## src/design/hrr_pkg.sv

```systemverilog
package hrr_pkg;

  // fixed levels of the rainbow hue map
  localparam logic [7:0] LEVEL_FULL       = 8'd255;
  localparam logic [7:0] LEVEL_TWO_THIRDS = 8'd170;
  localparam logic [7:0] LEVEL_TWO_THIRDS_UP = 8'd171;
  localparam logic [7:0] LEVEL_THIRD      = 8'd85;
  localparam logic [4:0] OFFSET_MASK      = 5'h1F;

  // segments of the hue wheel, selected by the top three hue bits
  typedef enum logic [2:0] {
    SEG_RED_ORANGE    = 3'd0,
    SEG_ORANGE_YELLOW = 3'd1,
    SEG_YELLOW_GREEN  = 3'd2,
    SEG_GREEN_AQUA    = 3'd3,
    SEG_AQUA_BLUE     = 3'd4,
    SEG_BLUE_PURPLE   = 3'd5,
    SEG_PURPLE_PINK   = 3'd6,
    SEG_PINK_RED      = 3'd7
  } seg_t;

  // pixel after the hue map, with the terms the later stages need
  typedef struct packed {
    logic [7:0] red;
    logic [7:0] green;
    logic [7:0] blue;
    logic [7:0] white;
    logic [7:0] sat;
    logic [7:0] val;
    logic [7:0] floor8;
  } mapped_t;

  // (a * (1 + b)) >> 8, the product never exceeds 16 bits
  function automatic logic [7:0] scale8(input logic [7:0] a, input logic [7:0] b);
    logic [16:0] prod;
    prod = 17'(a) * (17'(b) + 17'd1);
    return prod[15:8];
  endfunction

endpackage

```

## src/design/hrr_hue_map.sv

```systemverilog
module hrr_hue_map (
  input  logic                clk,
  input  logic                rst,
  input  logic                in_valid,
  input  logic [7:0]          hue,
  input  logic [7:0]          saturation,
  input  logic [7:0]          brightness,
  output logic                out_valid,
  output hrr_pkg::mapped_t    mapped
);

  // stage 1 registers
  logic                 valid1;
  hrr_pkg::seg_t        seg1;
  logic [7:0]           t1;
  logic [7:0]           t2;
  logic [7:0]           sat1;
  logic [7:0]           val1;
  logic [7:0]           floor1;

  logic [7:0]           ofs;
  logic [7:0]           desat;
  hrr_pkg::mapped_t     mapped_next;

  assign ofs   = {hue[4:0] & hrr_pkg::OFFSET_MASK, 3'b000};
  assign desat = hrr_pkg::LEVEL_FULL - saturation;

  // stage 1: thirds of the offset and the desaturation floor
  always_ff @(posedge clk) begin
    if (rst) begin
      valid1 <= 1'b0;
    end else begin
      valid1 <= in_valid;
    end
    seg1   <= hrr_pkg::seg_t'(hue[7:5]);
    t1     <= hrr_pkg::scale8(ofs, hrr_pkg::LEVEL_THIRD);
    t2     <= hrr_pkg::scale8(ofs, hrr_pkg::LEVEL_TWO_THIRDS);
    sat1   <= saturation;
    val1   <= brightness;
    floor1 <= hrr_pkg::scale8(desat, desat);
  end

  // segment select
  always_comb begin
    mapped_next        = '0;
    mapped_next.sat    = sat1;
    mapped_next.val    = val1;
    mapped_next.floor8 = floor1;
    mapped_next.white  = 8'd0;
    unique case (seg1)
      hrr_pkg::SEG_RED_ORANGE: begin
        mapped_next.red   = hrr_pkg::LEVEL_FULL - t1;
        mapped_next.green = t1;
        mapped_next.blue  = 8'd0;
      end
      hrr_pkg::SEG_ORANGE_YELLOW: begin
        mapped_next.red   = hrr_pkg::LEVEL_TWO_THIRDS_UP;
        mapped_next.green = hrr_pkg::LEVEL_THIRD + t1;
        mapped_next.blue  = 8'd0;
      end
      hrr_pkg::SEG_YELLOW_GREEN: begin
        mapped_next.red   = hrr_pkg::LEVEL_TWO_THIRDS_UP - t2;
        mapped_next.green = hrr_pkg::LEVEL_TWO_THIRDS + t1;
        mapped_next.blue  = 8'd0;
      end
      hrr_pkg::SEG_GREEN_AQUA: begin
        mapped_next.red   = 8'd0;
        mapped_next.green = hrr_pkg::LEVEL_FULL - t1;
        mapped_next.blue  = t1;
      end
      hrr_pkg::SEG_AQUA_BLUE: begin
        mapped_next.red   = 8'd0;
        mapped_next.green = hrr_pkg::LEVEL_TWO_THIRDS_UP - t2;
        mapped_next.blue  = hrr_pkg::LEVEL_THIRD + t2;
      end
      hrr_pkg::SEG_BLUE_PURPLE: begin
        mapped_next.red   = t1;
        mapped_next.green = 8'd0;
        mapped_next.blue  = hrr_pkg::LEVEL_FULL - t1;
      end
      hrr_pkg::SEG_PURPLE_PINK: begin
        mapped_next.red   = hrr_pkg::LEVEL_THIRD + t1;
        mapped_next.green = 8'd0;
        mapped_next.blue  = hrr_pkg::LEVEL_TWO_THIRDS_UP - t1;
      end
      hrr_pkg::SEG_PINK_RED: begin
        mapped_next.red   = hrr_pkg::LEVEL_TWO_THIRDS + t1;
        mapped_next.green = 8'd0;
        mapped_next.blue  = hrr_pkg::LEVEL_THIRD - t1;
      end
      default: begin
        mapped_next.red   = 8'd0;
        mapped_next.green = 8'd0;
        mapped_next.blue  = 8'd0;
      end
    endcase
  end

  // stage 2 registers
  always_ff @(posedge clk) begin
    if (rst) begin
      out_valid <= 1'b0;
    end else begin
      out_valid <= valid1;
    end
    mapped <= mapped_next;
  end

endmodule

```

## src/design/hrr_chan.sv

```systemverilog
module hrr_chan (
  input  logic       clk,
  input  logic [7:0] level,
  input  logic [7:0] sat,
  input  logic [7:0] val,
  input  logic [7:0] floor8,
  output logic [7:0] result
);

  logic [7:0] scaled;
  logic [7:0] floor_d;
  logic [7:0] val_d;
  logic [7:0] val_dd;
  logic [7:0] summed;
  logic [8:0] sum_wide;

  // stage 3: scale by saturation
  always_ff @(posedge clk) begin
    scaled  <= hrr_pkg::scale8(level, sat);
    floor_d <= floor8;
    val_d   <= val;
  end

  // stage 4: add the desaturation floor, clamped at full scale
  assign sum_wide = {1'b0, scaled} + {1'b0, floor_d};

  always_ff @(posedge clk) begin
    summed <= sum_wide[8] ? hrr_pkg::LEVEL_FULL : sum_wide[7:0];
    val_dd <= val_d;
  end

  // stage 5: scale by brightness
  always_ff @(posedge clk) begin
    result <= hrr_pkg::scale8(summed, val_dd);
  end

endmodule

```

## src/design/hsv_rainbow_to_rgb.sv

```systemverilog
// Rainbow HSV to RGBW converter. One transaction is taken on every clock
// cycle that start is high; busy never rises, as the block is a five-stage
// pipeline (hue map in two stages, then saturation scale, floor add and
// brightness scale per channel, one stage each). The result appears on
// red, green, blue and white with done high once it leaves the last stage,
// for one cycle only, in input order; the receiver cannot stall
// it and must take it then.
module hsv_rainbow_to_rgb (
  input  logic       clk,
  input  logic       rst,
  input  logic       start,
  output logic       busy,
  input  logic [7:0] hue,
  input  logic [7:0] saturation,
  input  logic [7:0] brightness,
  output logic       done,
  output logic [7:0] red,
  output logic [7:0] green,
  output logic [7:0] blue,
  output logic [7:0] white
);

  logic             map_valid;
  hrr_pkg::mapped_t mapped;
  logic             valid3;
  logic             valid4;

  assign busy = 1'b0;

  // hue map, stages 1 and 2
  hrr_hue_map u_hue_map (
    .clk        (clk),
    .rst        (rst),
    .in_valid   (start),
    .hue        (hue),
    .saturation (saturation),
    .brightness (brightness),
    .out_valid  (map_valid),
    .mapped     (mapped)
  );

  // per-channel scaling, stages 3 to 5
  hrr_chan u_chan_red (
    .clk (clk), .level (mapped.red), .sat (mapped.sat), .val (mapped.val),
    .floor8 (mapped.floor8), .result (red)
  );
  hrr_chan u_chan_green (
    .clk (clk), .level (mapped.green), .sat (mapped.sat), .val (mapped.val),
    .floor8 (mapped.floor8), .result (green)
  );
  hrr_chan u_chan_blue (
    .clk (clk), .level (mapped.blue), .sat (mapped.sat), .val (mapped.val),
    .floor8 (mapped.floor8), .result (blue)
  );
  hrr_chan u_chan_white (
    .clk (clk), .level (mapped.white), .sat (mapped.sat), .val (mapped.val),
    .floor8 (mapped.floor8), .result (white)
  );

  // valid bits alongside the channel stages
  always_ff @(posedge clk) begin
    if (rst) begin
      valid3 <= 1'b0;
      valid4 <= 1'b0;
      done   <= 1'b0;
    end else begin
      valid3 <= map_valid;
      valid4 <= valid3;
      done   <= valid4;
    end
  end

  // every transaction comes out with done high
  assert property (@(posedge clk) disable iff (rst) start |-> ##5 done)
    else $error("transaction lost in pipeline");

  // pure hue leaves no white
  assert property (@(posedge clk) disable iff (rst)
    start && (saturation == 8'd255) |-> ##5 (white == 8'd0))
    else $error("white nonzero at full saturation");

  // zero brightness gives a black pixel
  assert property (@(posedge clk) disable iff (rst)
    start && (brightness == 8'd0) |-> ##5
      (red == 8'd0) && (green == 8'd0) && (blue == 8'd0) && (white == 8'd0))
    else $error("pixel not black at zero brightness");

endmodule

```

## config.mk

```make
export PLATFORM = sky130hd
export DESIGN_NAME = hsv_rainbow_to_rgb
export DESIGN_NICKNAME = d
export VERILOG_FILES = /design/src/design/hrr_pkg.sv /design/src/design/hrr_hue_map.sv /design/src/design/hrr_chan.sv /design/src/design/hsv_rainbow_to_rgb.sv
export SDC_FILE = /design/constraint.sdc
export NUM_CORES = 1
export LEC_CHECK = 0
export BUFFER_PORTS_ARGS = -buffer_cell sky130_fd_sc_hd__buf_2
export CAP_MARGIN = 20
export CORE_ASPECT_RATIO = 1.1
export CORE_UTILIZATION = 40
export CTS_CLUSTER_DIAMETER = 100
export DETAILED_ROUTE_END_ITERATION = 7
export PLACE_DENSITY = 0.57
export SETUP_SLACK_MARGIN = 0.3
export SLEW_MARGIN = 20
export SYNTH_ARGS = -nofsm -noshare
export SYNTH_HDL_FRONTEND = slang
export SYNTH_SLANG_ARGS = --single-unit
export TNS_END_PERCENT = 1
```

## constraint.sdc

```tcl
create_clock -name clk -period 13.2 [get_ports clk]
set_input_delay 2.64 -clock clk [delete_from_list [all_inputs] [get_ports clk]]
set_output_delay 2.64 -clock clk [all_outputs]
set_load 0.05 [all_outputs]
```

Yosys cells after proc, flatten, opt, wreduce, memory -nomap -nowiden
Cells that the tools add are included.

cells by class
  add/sub/neg operators = 14
  multipliers = 10
  equality and inequality tests = 7
  muxes and demuxes = 1
  reduce and logical (&&, ||, !) cells = 1

operators by type and width
  cell                                                count
  one-hot mux 24 bit (8 select lines)                 1
  multiplier 8 x 17 -> 16 bit                         7
  adder 8 x 1 -> 9 bit (second input constant)        3
  adder 8 x 8 -> 9 bit                                3
  multiplier 8 x 9 -> 16 bit                          1
  subtractor 8 x 7 -> 8 bit (first input constant)    2
  subtractor 8 bit (first input constant)             2
  multiplier 5 x 8 -> 13 bit (second input constant)  1
  == test 3 bit (second input constant)               4
  multiplier 5 x 6 -> 11 bit (second input constant)  1
  adder 7 x 7 -> 8 bit (first input constant)         1
  adder 7 x 8 -> 8 bit (first input constant)         1
  adder 8 x 7 -> 8 bit (first input constant)         1
  subtractor 7 x 7 -> 8 bit (first input constant)    1
  == test 3 x 2 -> 1 bit (second input constant)      2
  == test 3 x 1 -> 1 bit (second input constant)      1
  zero test 3 bit                                     1

storage, ports and cells
  flip-flop bits (word level) = 207
  input bits = 27
  output and inout port bits = 34
  logic and storage cells = 64

Logic depth before layout (Yosys ltp)
Gate-level depths: netlist of run 1.

  depth in word-level cells = 3
  depth in mapped cells = 21
  mapped depth without buffers = 19

By module
A second synthesis of run 1 with hierarchy kept.

second synthesis, totals
  cell total of the unflattened synthesis = 3000
  area total of the unflattened synthesis = 28951.5 um^2

modules (own cells, without submodules)
  module                   times used  cells each  area each (um^2)  seq. area each (um^2)
  hrr_hue_map              1           663         6145.9            1801.7
  hrr_chan (u_chan_green)  1           584         5728.0            960.9
  hrr_chan (u_chan_blue)   1           591         5688.0            960.9
  hrr_chan (u_chan_white)  1           582         5650.4            960.9
  hrr_chan (u_chan_red)    1           572         5649.2            960.9
  hsv_rainbow_to_rgb       1           8           90.1              60.1

Worst setup path before layout of run 1
OpenSTA, ideal clock, no wires.

  path kind = input-to-reg
  start = input port saturation[0]
  end = register u_hue_map.floor1[6]
  setup time = 119 ps
  data arrival time = 7462 ps
  required time = 13081 ps
  path slack = 5618 ps
  stages = 21
  buffers on the path = 2
  cells stage by stage = clkbuf_1 inv_1 ha_1 inv_1 ha_1 clkbuf_1 or2_2 fa_1 fa_1 inv_1 fa_1 inv_1 fa_1 inv_1 ha_1 nand3_1 nor3_1 a2111oi_2 a211o_1 nand3b_1 xor2_1

between the ends
  cells in the longest elaborated chain, start to end = 3

RTL lines
  item                           RTL line                  source
  start: declaration             hsv_rainbow_to_rgb.sv:14  input logic [7:0] saturation,
  subtractor 8 bit *             hrr_hue_map.sv:26         assign desat = hrr_pkg::LEVEL_FULL - saturation;
  adder 8 x 1 -> 9 bit           hrr_pkg.sv:36             prod = 17'(a) * (17'(b) + 17'd1);
  multiplier 8 x 17 -> 16 bit *  hrr_pkg.sv:36
  end signal: assignment         hrr_hue_map.sv:40         floor1 <= hrr_pkg::scale8(desat, desat);
  end: declaration               hrr_hue_map.sv:19         logic [7:0] floor1;

Every way passes the cells marked *; elsewhere a longest branch is shown, timed or not.
A chain may end at the register's enable or synchronous reset.

Worst setup path after layout of run 1
Ends and elaborated chain as after synthesis.

==> metrics.txt, run 1 <==
# TYPE chip_impl_metric gauge
chip_impl_info{name="status",value="completed"} 1
chip_impl_metric{name="floorplan.core_area",unit="um2"} 59000
chip_impl_metric{name="layout.nets",unit=""} 3313
chip_impl_metric{name="clk-insertion-delay-late",unit="ns"} 0.60
chip_impl_metric{name="drcViolationCount",unit=""} 0
chip_impl_info{name="critical_path_class",value="in2reg"} 1
chip_impl_metric{name="clkSinkCount",unit=""} 205
chip_impl_info{name="leading_cell_type_by_number_of_instances_after_synthesis",value="inv_1"} 1
chip_impl_info{name="setup_crit_start_kind",value="input pin"} 1
chip_impl_metric{name="route.detailed.vias_per_inst",unit=""} 4.97
chip_impl_metric{name="number_of_nets_with_antenna_violations_after_detailed_routing",unit=""} 0
chip_impl_metric{name="maxSlewViolCount",unit=""} 0
chip_impl_metric{name="max_clock_freq",unit="MHz"} 135
chip_impl_metric{name="cp.arrival",unit="ns"} 7.90
chip_impl_info{name="min-delay-path-class",value="reg2reg"} 1
chip_impl_metric{name="netlist_area",unit="um2"} 24100
chip_impl_info{name="cp-end-kind",value="register"} 1
chip_impl_metric{name="nFillCells",unit=""} 5723
chip_impl_metric{name="total_nets_after_synthesis",unit=""} 3284
chip_impl_metric{name="final-setup-viol-count",unit=""} 0
chip_impl_metric{name="netlist_instances",unit=""} 2612
chip_impl_metric{name="setup-tns-final",unit="ns"} 0
chip_impl_metric{name="numPortBuffers",unit=""} 59
chip_impl_info{name="crit_chain",value="buf_2, inv_1, ha_1, nor3b_1, nand2_1, ha_1, nor2_1, fa_1, fa_1, fa_1, inv_1, fa_1, inv_1, ha_1, nand3_1, o21ai_0, a2111oi_2, a211o_1, nand3b_1, xor2_1"} 1
chip_impl_metric{name="sum_of_buffers_and_inverters_on_the_critical_path",unit=""} 4
chip_impl_metric{name="grt_max_degree",unit=""} 52
chip_impl_metric{name="die_area",unit="um2"} 61200
chip_impl_metric{name="multiInputGateArea",unit="um2"} 18100
chip_impl_info{name="tritoncts",value="done"} 1
chip_impl_metric{name="drt-initial-drc-count",unit=""} 618
chip_impl_info{name="critical-path-top-cell-by-count",value="fa_1"} 1
chip_impl_metric{name="async_reset_ff_frac",unit=""} 0
chip_impl_metric{name="route.detailed.wl_per_inst",unit="um"} 15.2
chip_impl_metric{name="postSynthAreaPerCell",unit="um2"} 9.22
chip_impl_metric{name="area.growth.synth_to_final",unit="%"} 8.74
chip_impl_metric{name="worst_slew_margin",unit=""} 0.304
chip_impl_metric{name="final-hold-violation-count",unit=""} 0
chip_impl_metric{name="die_height",unit="um"} 259
chip_impl_metric{name="placement_rows",unit=""} 93
chip_impl_info{name="max_flop_register",value="u_hue_map.mapped"} 1
chip_impl_metric{name="slowest_delay",unit="ns"} 0.56
chip_impl_metric{name="timing.clock.skew",unit="ns"} 0.0360
chip_impl_metric{name="maxCapViolations",unit=""} 0
chip_impl_metric{name="grt_overflow",unit=""} 0
chip_impl_metric{name="wire_length_of_the_first_global_routing_pass",unit="um"} 89700
chip_impl_metric{name="post_cts_resized",unit=""} 0
chip_impl_metric{name="ioPinCount",unit=""} 61
chip_impl_metric{name="dpl.hpwl",unit="um"} 40200
chip_impl_metric{name="gp_routability_congestion",unit=""} 0.817
chip_impl_metric{name="cts.clk_slew.worst_paths",unit="ns"} 0.06
chip_impl_metric{name="synth_warnings",unit=""} 0
chip_impl_metric{name="sequential_to_total_area_share_from_yosys_stat",unit=""} 0.170
chip_impl_metric{name="grt_use_total",unit=""} 0.177
chip_impl_metric{name="drt_pass1_iterations",unit=""} 5
chip_impl_metric{name="die_w",unit="um"} 236
chip_impl_metric{name="fraction_of_final_layout_cells_sized_beyond_drive_strength_1",unit=""} 0.0578
chip_impl_metric{name="via_count_of_the_first_global_routing_pass",unit=""} 18100
chip_impl_metric{name="synth_seq_cells",unit=""} 205
chip_impl_info{name="flip_flop_cell_with_the_highest_count_after_synthesis",value="dfxtp_1"} 1
chip_impl_info{name="post_synth_main_area_contributors",value="fa_1 (27%), dfxtp_1 (17%), ha_1 (16%), and2_1 (8.2%), inv_1 (7.0%)"} 1
chip_impl_metric{name="vias",unit=""} 17000
chip_impl_metric{name="antenna_found_initial",unit=""} 0
chip_impl_info{name="leading_cell_types_by_count_after_synthesis",value="inv_1 (448), fa_1 (328), ha_1 (317)"} 1
chip_impl_metric{name="synth_top_area_share",unit=""} 0.273
chip_impl_metric{name="seqCellArea",unit="um2"} 4100
chip_impl_metric{name="worst_path_fanout_max",unit=""} 14
chip_impl_metric{name="initial_core_util",unit=""} 0.408
chip_impl_info{name="critPathTopFamily",value="adder cells"} 1
chip_impl_metric{name="time_the_final_worst_path_needs_with_i_o_delays_and_setup",unit="ns"} 7.43
chip_impl_metric{name="synth_edf_count",unit=""} 0
chip_impl_info{name="slowest_stage",value="a2111oi_2"} 1
chip_impl_metric{name="worst_ep_required_time",unit="ns"} 13.67
chip_impl_info{name="cts.root.buffer_cell",value="clkbuf_16"} 1
chip_impl_metric{name="synthDistinctLibCells",unit=""} 74
chip_impl_metric{name="max-clock-path-buffers",unit=""} 3
chip_impl_metric{name="tightest_slew",unit="ns"} 1.04
chip_impl_metric{name="numCtsBuffers",unit=""} 29
chip_impl_metric{name="timing.final.crit_share",unit=""} 0.563
chip_impl_metric{name="cts.hold.buffers_added",unit=""} 0
chip_impl_info{name="grt_setup_unrepaired",value="no"} 1
chip_impl_metric{name="cts-htree-levels",unit=""} 1
chip_impl_metric{name="antennaDiodeCount",unit=""} 0
chip_impl_metric{name="drt_wl_total",unit="um"} 52200
chip_impl_info{name="cell_accounting_for_the_most_synthesized_area",value="fa_1"} 1
chip_impl_metric{name="largest_register_ffs",unit=""} 48
chip_impl_metric{name="cts.repair_timing.setup_buffer_count",unit=""} 0
## area by class of cell
type,instances,share of cell area
tap,760,0.0363
clock buffer,36,0.0295
timing repair buffer,77,0.0164
inverter,449,0.0644
clock inverter,17,0.00688
multi-input combinational,1879,0.690
sequential,205,0.157
## through the flow
step / instance area [um2] / cells / hold slack, ns / util / worst slack [ns]
CTS: 26200 / 3423 / 0.322 / 0.444 / 5.79
global route: 26200 / 3423 / 0.327 / 0.444 / 5.35
global placement: 25200 / 3370 / 0.312 / 0.428 / 5.22
detailed placement: 25200 / 3370 / 0.312 / 0.428 / 5.16
floorplan: 24100 / 2612 / 0.310 / - / 5.62
finish: 26200 / 3423 / 0.321 / 0.444 / 5.77
## cells in the final DEF, fill, tap and decap left out, types with 5 or more instances in the layout
master | Yosys | layout
a21o_1 | 24 | 24
nor3_1 | 22 | 21
a211oi_1 | 16 | 16
o21ai_0 | 58 | 58
nand3b_1 | 7 | 7
or2_2 | 8 | 8
fa_1 | 328 | 328
clkinv_2 | 0 | 5
a2111oi_0 | 5 | 5
buf_4 | 1 | 18
o211ai_1 | 16 | 16
nor2_1 | 125 | 125
buf_2 | 1 | 59
nand2b_1 | 18 | 18
nor2b_1 | 56 | 56
a21oi_1 | 70 | 70
and3_1 | 18 | 18
or3_1 | 9 | 9
a31oi_1 | 17 | 17
ha_1 | 317 | 317
nand4b_1 | 5 | 5
clkbuf_1 | 71 | 5
xnor2_1 | 89 | 87
nand2_1 | 170 | 170
o21a_1 | 13 | 13
xor2_1 | 43 | 39
and2_1 | 316 | 316
nand3_1 | 35 | 35
clkbuf_16 | 0 | 29
nand4_1 | 8 | 8
inv_1 | 448 | 448
dfxtp_1 | 205 | 205
o22ai_1 | 9 | 9
mux2i_1 | 5 | 5
## worst paths after layout
kind | slack, ns | end | from | depth (start not counted)
max | 5.77 | u_hue_map.floor1[6] | saturation[0] | 20
min | 0.32 | u_hue_map.mapped[8] | u_hue_map.val1[0] | 0
max reg2reg | 6.84 | u_chan_green.result[7] | u_chan_blue.val_dd[0] | 18
min reg2reg | 0.32 | u_hue_map.mapped[8] | u_hue_map.val1[0] | 0
## layer usage
layer / vias to the layer above / global-route usage / routed length [um]
li1: 8314 / - / -
met1: 8432 / 0.219 / 23000
met2: 224 / 0.331 / 26600
met3: 58 / 0.0167 / 1490
met4: 0 / 0.0410 / 1050
met5: - / 0 / 0
## kinds of logic after synthesis
kind of cell	after synthesis	synth area share
simple gates	815	0.182
xor+xnor	132	0.0480
buf+inv	528	0.0825
flops	205	0.170
mux	5	0.00208
fa+ha+maj	645	0.438
compound gates	281	0.0773
other cells	1	0.000156
Power of run 1 is left out: the tool's default activity adds up to more than one toggle a clock period on the data nets, which glitch-free logic cannot reach.
==> inputs of run 2 (changes only) <==
==> constraint.sdc (replaced) <==
create_clock -name clk -period 7.2 [get_ports clk]
set_input_delay 1.44 -clock clk [delete_from_list [all_inputs] [get_ports clk]]
set_output_delay 1.44 -clock clk [all_outputs]
set_load 0.05 [all_outputs]
==> run 2 against run 1 <==
  * Global-route usage is 0.082 points higher
  * Sequential share of layout area hardly changed
  * Worst hold slack hardly changed
  * Via count is 0.21% higher
  * Register-to-register slack worse by 5.7 ns
  * Final cell count hardly changed
  * Critical path depth stayed put
  * Routed wire length hardly changed
  * Count of clock-buffer cells in the layout is 5 lower
  * First-iteration DRC count stayed put
  * Die area stayed put
  * Critical path type unchanged
  * Largest cell class unchanged
==> metrics.txt, run 2 (synthesis results as in run 1) <==
# TYPE chip_impl_metric gauge
chip_impl_metric{name="die_height",unit="um"} 259
chip_impl_metric{name="number_of_nets_with_antenna_violations_after_detailed_routing",unit=""} 0
chip_impl_metric{name="slowest_delay",unit="ns"} 0.58
chip_impl_metric{name="antennaDiodeCount",unit=""} 0
chip_impl_metric{name="vias",unit=""} 17100
chip_impl_info{name="mostFrequentLayoutCells",value="inv_1 (448), fa_1 (328), ha_1 (317), and2_1 (316), dfxtp_1 (205)"} 1
chip_impl_metric{name="setup-tns-final",unit="ns"} 0
chip_impl_metric{name="register_to_register_setup_slack",unit="ns"} 1.12
chip_impl_metric{name="cts.hold.buffers_added",unit=""} 0
chip_impl_metric{name="timing.final.crit_share",unit=""} 0.861
chip_impl_metric{name="post_cts_resized",unit=""} 0
chip_impl_metric{name="time_the_final_worst_path_needs_with_i_o_delays_and_setup",unit="ns"} 6.20
chip_impl_metric{name="grt_overflow",unit=""} 0
chip_impl_metric{name="dpl.hpwl",unit="um"} 41100
chip_impl_metric{name="cts.repair_timing.setup_buffer_count",unit=""} 0
chip_impl_metric{name="area.growth.synth_to_final",unit="%"} 8.68
chip_impl_metric{name="cp.arrival",unit="ns"} 6.64
chip_impl_info{name="cp-end-kind",value="register"} 1
chip_impl_metric{name="drcViolationCount",unit=""} 0
chip_impl_info{name="grt_setup_unrepaired",value="no"} 1
chip_impl_metric{name="cts-htree-levels",unit=""} 1
chip_impl_metric{name="grt_max_degree",unit=""} 52
chip_impl_metric{name="maxCapViolations",unit=""} 0
chip_impl_metric{name="multiInputGateArea",unit="um2"} 18000
chip_impl_info{name="setup_crit_start_kind",value="input pin"} 1
chip_impl_info{name="tritoncts",value="done"} 1
chip_impl_metric{name="numPortBuffers",unit=""} 59
chip_impl_metric{name="wire_length_of_the_first_global_routing_pass",unit="um"} 90100
chip_impl_metric{name="sum_of_buffers_and_inverters_on_the_critical_path",unit=""} 4
chip_impl_metric{name="drt_wl_total",unit="um"} 52200
chip_impl_metric{name="floorplan.core_area",unit="um2"} 59000
chip_impl_metric{name="final-setup-viol-count",unit=""} 0
chip_impl_info{name="critical_path_class",value="in2reg"} 1
chip_impl_metric{name="tightest_slew",unit="ns"} 0.914
chip_impl_metric{name="via_count_of_the_first_global_routing_pass",unit=""} 18400
chip_impl_metric{name="finalWorstSetupSlack",unit="ns"} 0.999
chip_impl_metric{name="route.detailed.wl_per_inst",unit="um"} 15.2
chip_impl_info{name="most_common_library_cell_in_the_layout_ignoring_fill_and_taps",value="inv_1"} 1
chip_impl_metric{name="gp_routability_congestion",unit=""} 0.812
chip_impl_info{name="crit_chain",value="buf_2, inv_1, ha_1, nor3b_1, nand2_1, ha_1, nor2_1, fa_1, fa_1, fa_1, inv_1, fa_1, inv_1, ha_1, nand3_1, nor3_1, a2111oi_2, a211o_1, nand3b_1, xor2_1"} 1
chip_impl_info{name="critical-path-top-cell-by-count",value="fa_1"} 1
chip_impl_metric{name="worst_ep_required_time",unit="ns"} 7.64
chip_impl_metric{name="grt_use_total",unit=""} 0.178
chip_impl_metric{name="ioPinCount",unit=""} 61
chip_impl_metric{name="route.detailed.vias_per_inst",unit=""} 4.99
chip_impl_metric{name="antenna_found_initial",unit=""} 0
chip_impl_metric{name="final-hold-violation-count",unit=""} 0
chip_impl_metric{name="initial_core_util",unit=""} 0.408
chip_impl_metric{name="die_area",unit="um2"} 61200
chip_impl_metric{name="fraction_of_final_layout_cells_sized_beyond_drive_strength_1",unit=""} 0.0586
chip_impl_info{name="slowest_stage",value="a2111oi_2"} 1
chip_impl_metric{name="layout.nets",unit=""} 3316
chip_impl_metric{name="max-clock-path-buffers",unit=""} 3
chip_impl_metric{name="worst_slew_margin",unit=""} 0.388
chip_impl_metric{name="drt_pass1_iterations",unit=""} 7
chip_impl_metric{name="drt-initial-drc-count",unit=""} 618
chip_impl_info{name="cts.root.buffer_cell",value="clkbuf_16"} 1
chip_impl_metric{name="die_w",unit="um"} 236
chip_impl_metric{name="clk-insertion-delay-late",unit="ns"} 0.57
chip_impl_info{name="critPathTopFamily",value="adder cells"} 1
chip_impl_metric{name="nFillCells",unit=""} 5787
chip_impl_metric{name="max_clock_freq",unit="MHz"} 161
chip_impl_metric{name="maxSlewViolCount",unit=""} 0
chip_impl_info{name="status",value="completed"} 1
chip_impl_metric{name="numCtsBuffers",unit=""} 27
chip_impl_metric{name="clkSinkCount",unit=""} 205
chip_impl_metric{name="dpl_worst_slack",unit="ns"} 0.413
chip_impl_metric{name="placement_rows",unit=""} 93
chip_impl_metric{name="worst_path_fanout_max",unit=""} 14
chip_impl_metric{name="seqCellArea",unit="um2"} 4100
chip_impl_metric{name="largest_register_ffs",unit=""} 48
chip_impl_metric{name="cts.clk_slew.worst_paths",unit="ns"} 0.06
chip_impl_info{name="max_flop_register",value="u_hue_map.mapped"} 1
chip_impl_metric{name="timing.clock.skew",unit="ns"} 0.0117
chip_impl_info{name="min-delay-path-class",value="reg2reg"} 1
==> run 2: cell types whose count changed in the layout (fill, tap and decap cells not counted) <==
| cell | delta |
|---|---|
| clkinvlp_4 | -2 |
| inv_6 | +7 |
| clkinv_4 | -2 |
| clkbuf_1 | -3 |
| xor2_2 | +1 |
| clkinv_2 | -4 |
| clkbuf_16 | -2 |
| buf_4 | +5 |
| bufinv_16 | +1 |
| xor2_4 | -1 |
| inv_16 | -1 |
==> run 2: final timing paths <==
kind	depth (start not counted)	endpoint	start
worst max register to register	19	u_chan_green.result[7]	u_chan_blue.val_dd[0]
worst max-delay path	20	u_hue_map.floor1[6]	saturation[0]
worst min-delay path	0	u_chan_white.floor_d[4]	u_hue_map.mapped[4]
worst min register to register	0	u_chan_white.floor_d[4]	u_hue_map.mapped[4]
==> run 2: per-stage QoR <==
stage	hold WS, ns	instance area, um2	util	std cells
final	0.321	26200	0.443	3422
after floorplan	0.310	24100	-	2612
after CTS	0.317	26200	0.443	3422
after detailed placement	0.312	25300	0.428	3375
after global routing	0.322	26200	0.443	3422
after global placement	0.314	25200	0.428	3375
==> run 2: layout make-up <==
cell class / instances / share of cell area
tap: 760 / 0.0363
sequential: 205 / 0.157
clock buffer: 31 / 0.0272
clock inverter: 16 / 0.00760
timing repair buffer: 82 / 0.0179
multi-input combinational: 1879 / 0.690
inverter: 449 / 0.0644
==> run 2: metal layers <==
metal  GRT usage  routed length [um]  vias up
li1            -                   -     8311
met1       0.218               23300     8484
met2       0.331               26200      206
met3      0.0201                1630       63
met4      0.0436                1040        0
met5           0                   0        -
==> run 2: worst reg2reg max path, cell delays in order (launching register included) <==
cell and delay, ns:
dfxtp_1 0.33, buf_4 0.34, nand3_1 0.30, nor2_1 0.28
and3_1 0.27, xor2_2 0.41, buf_4 0.32, and2_1 0.20
fa_1 0.42, fa_1 0.52, fa_1 0.50, inv_1 0.05
fa_1 0.48, inv_1 0.04, ha_1 0.31, a21o_1 0.17
a21oi_1 0.32, nand3_1 0.18, a2111o_1 0.44, o211ai_1 0.10
Power of run 2 is left out for the same reason.
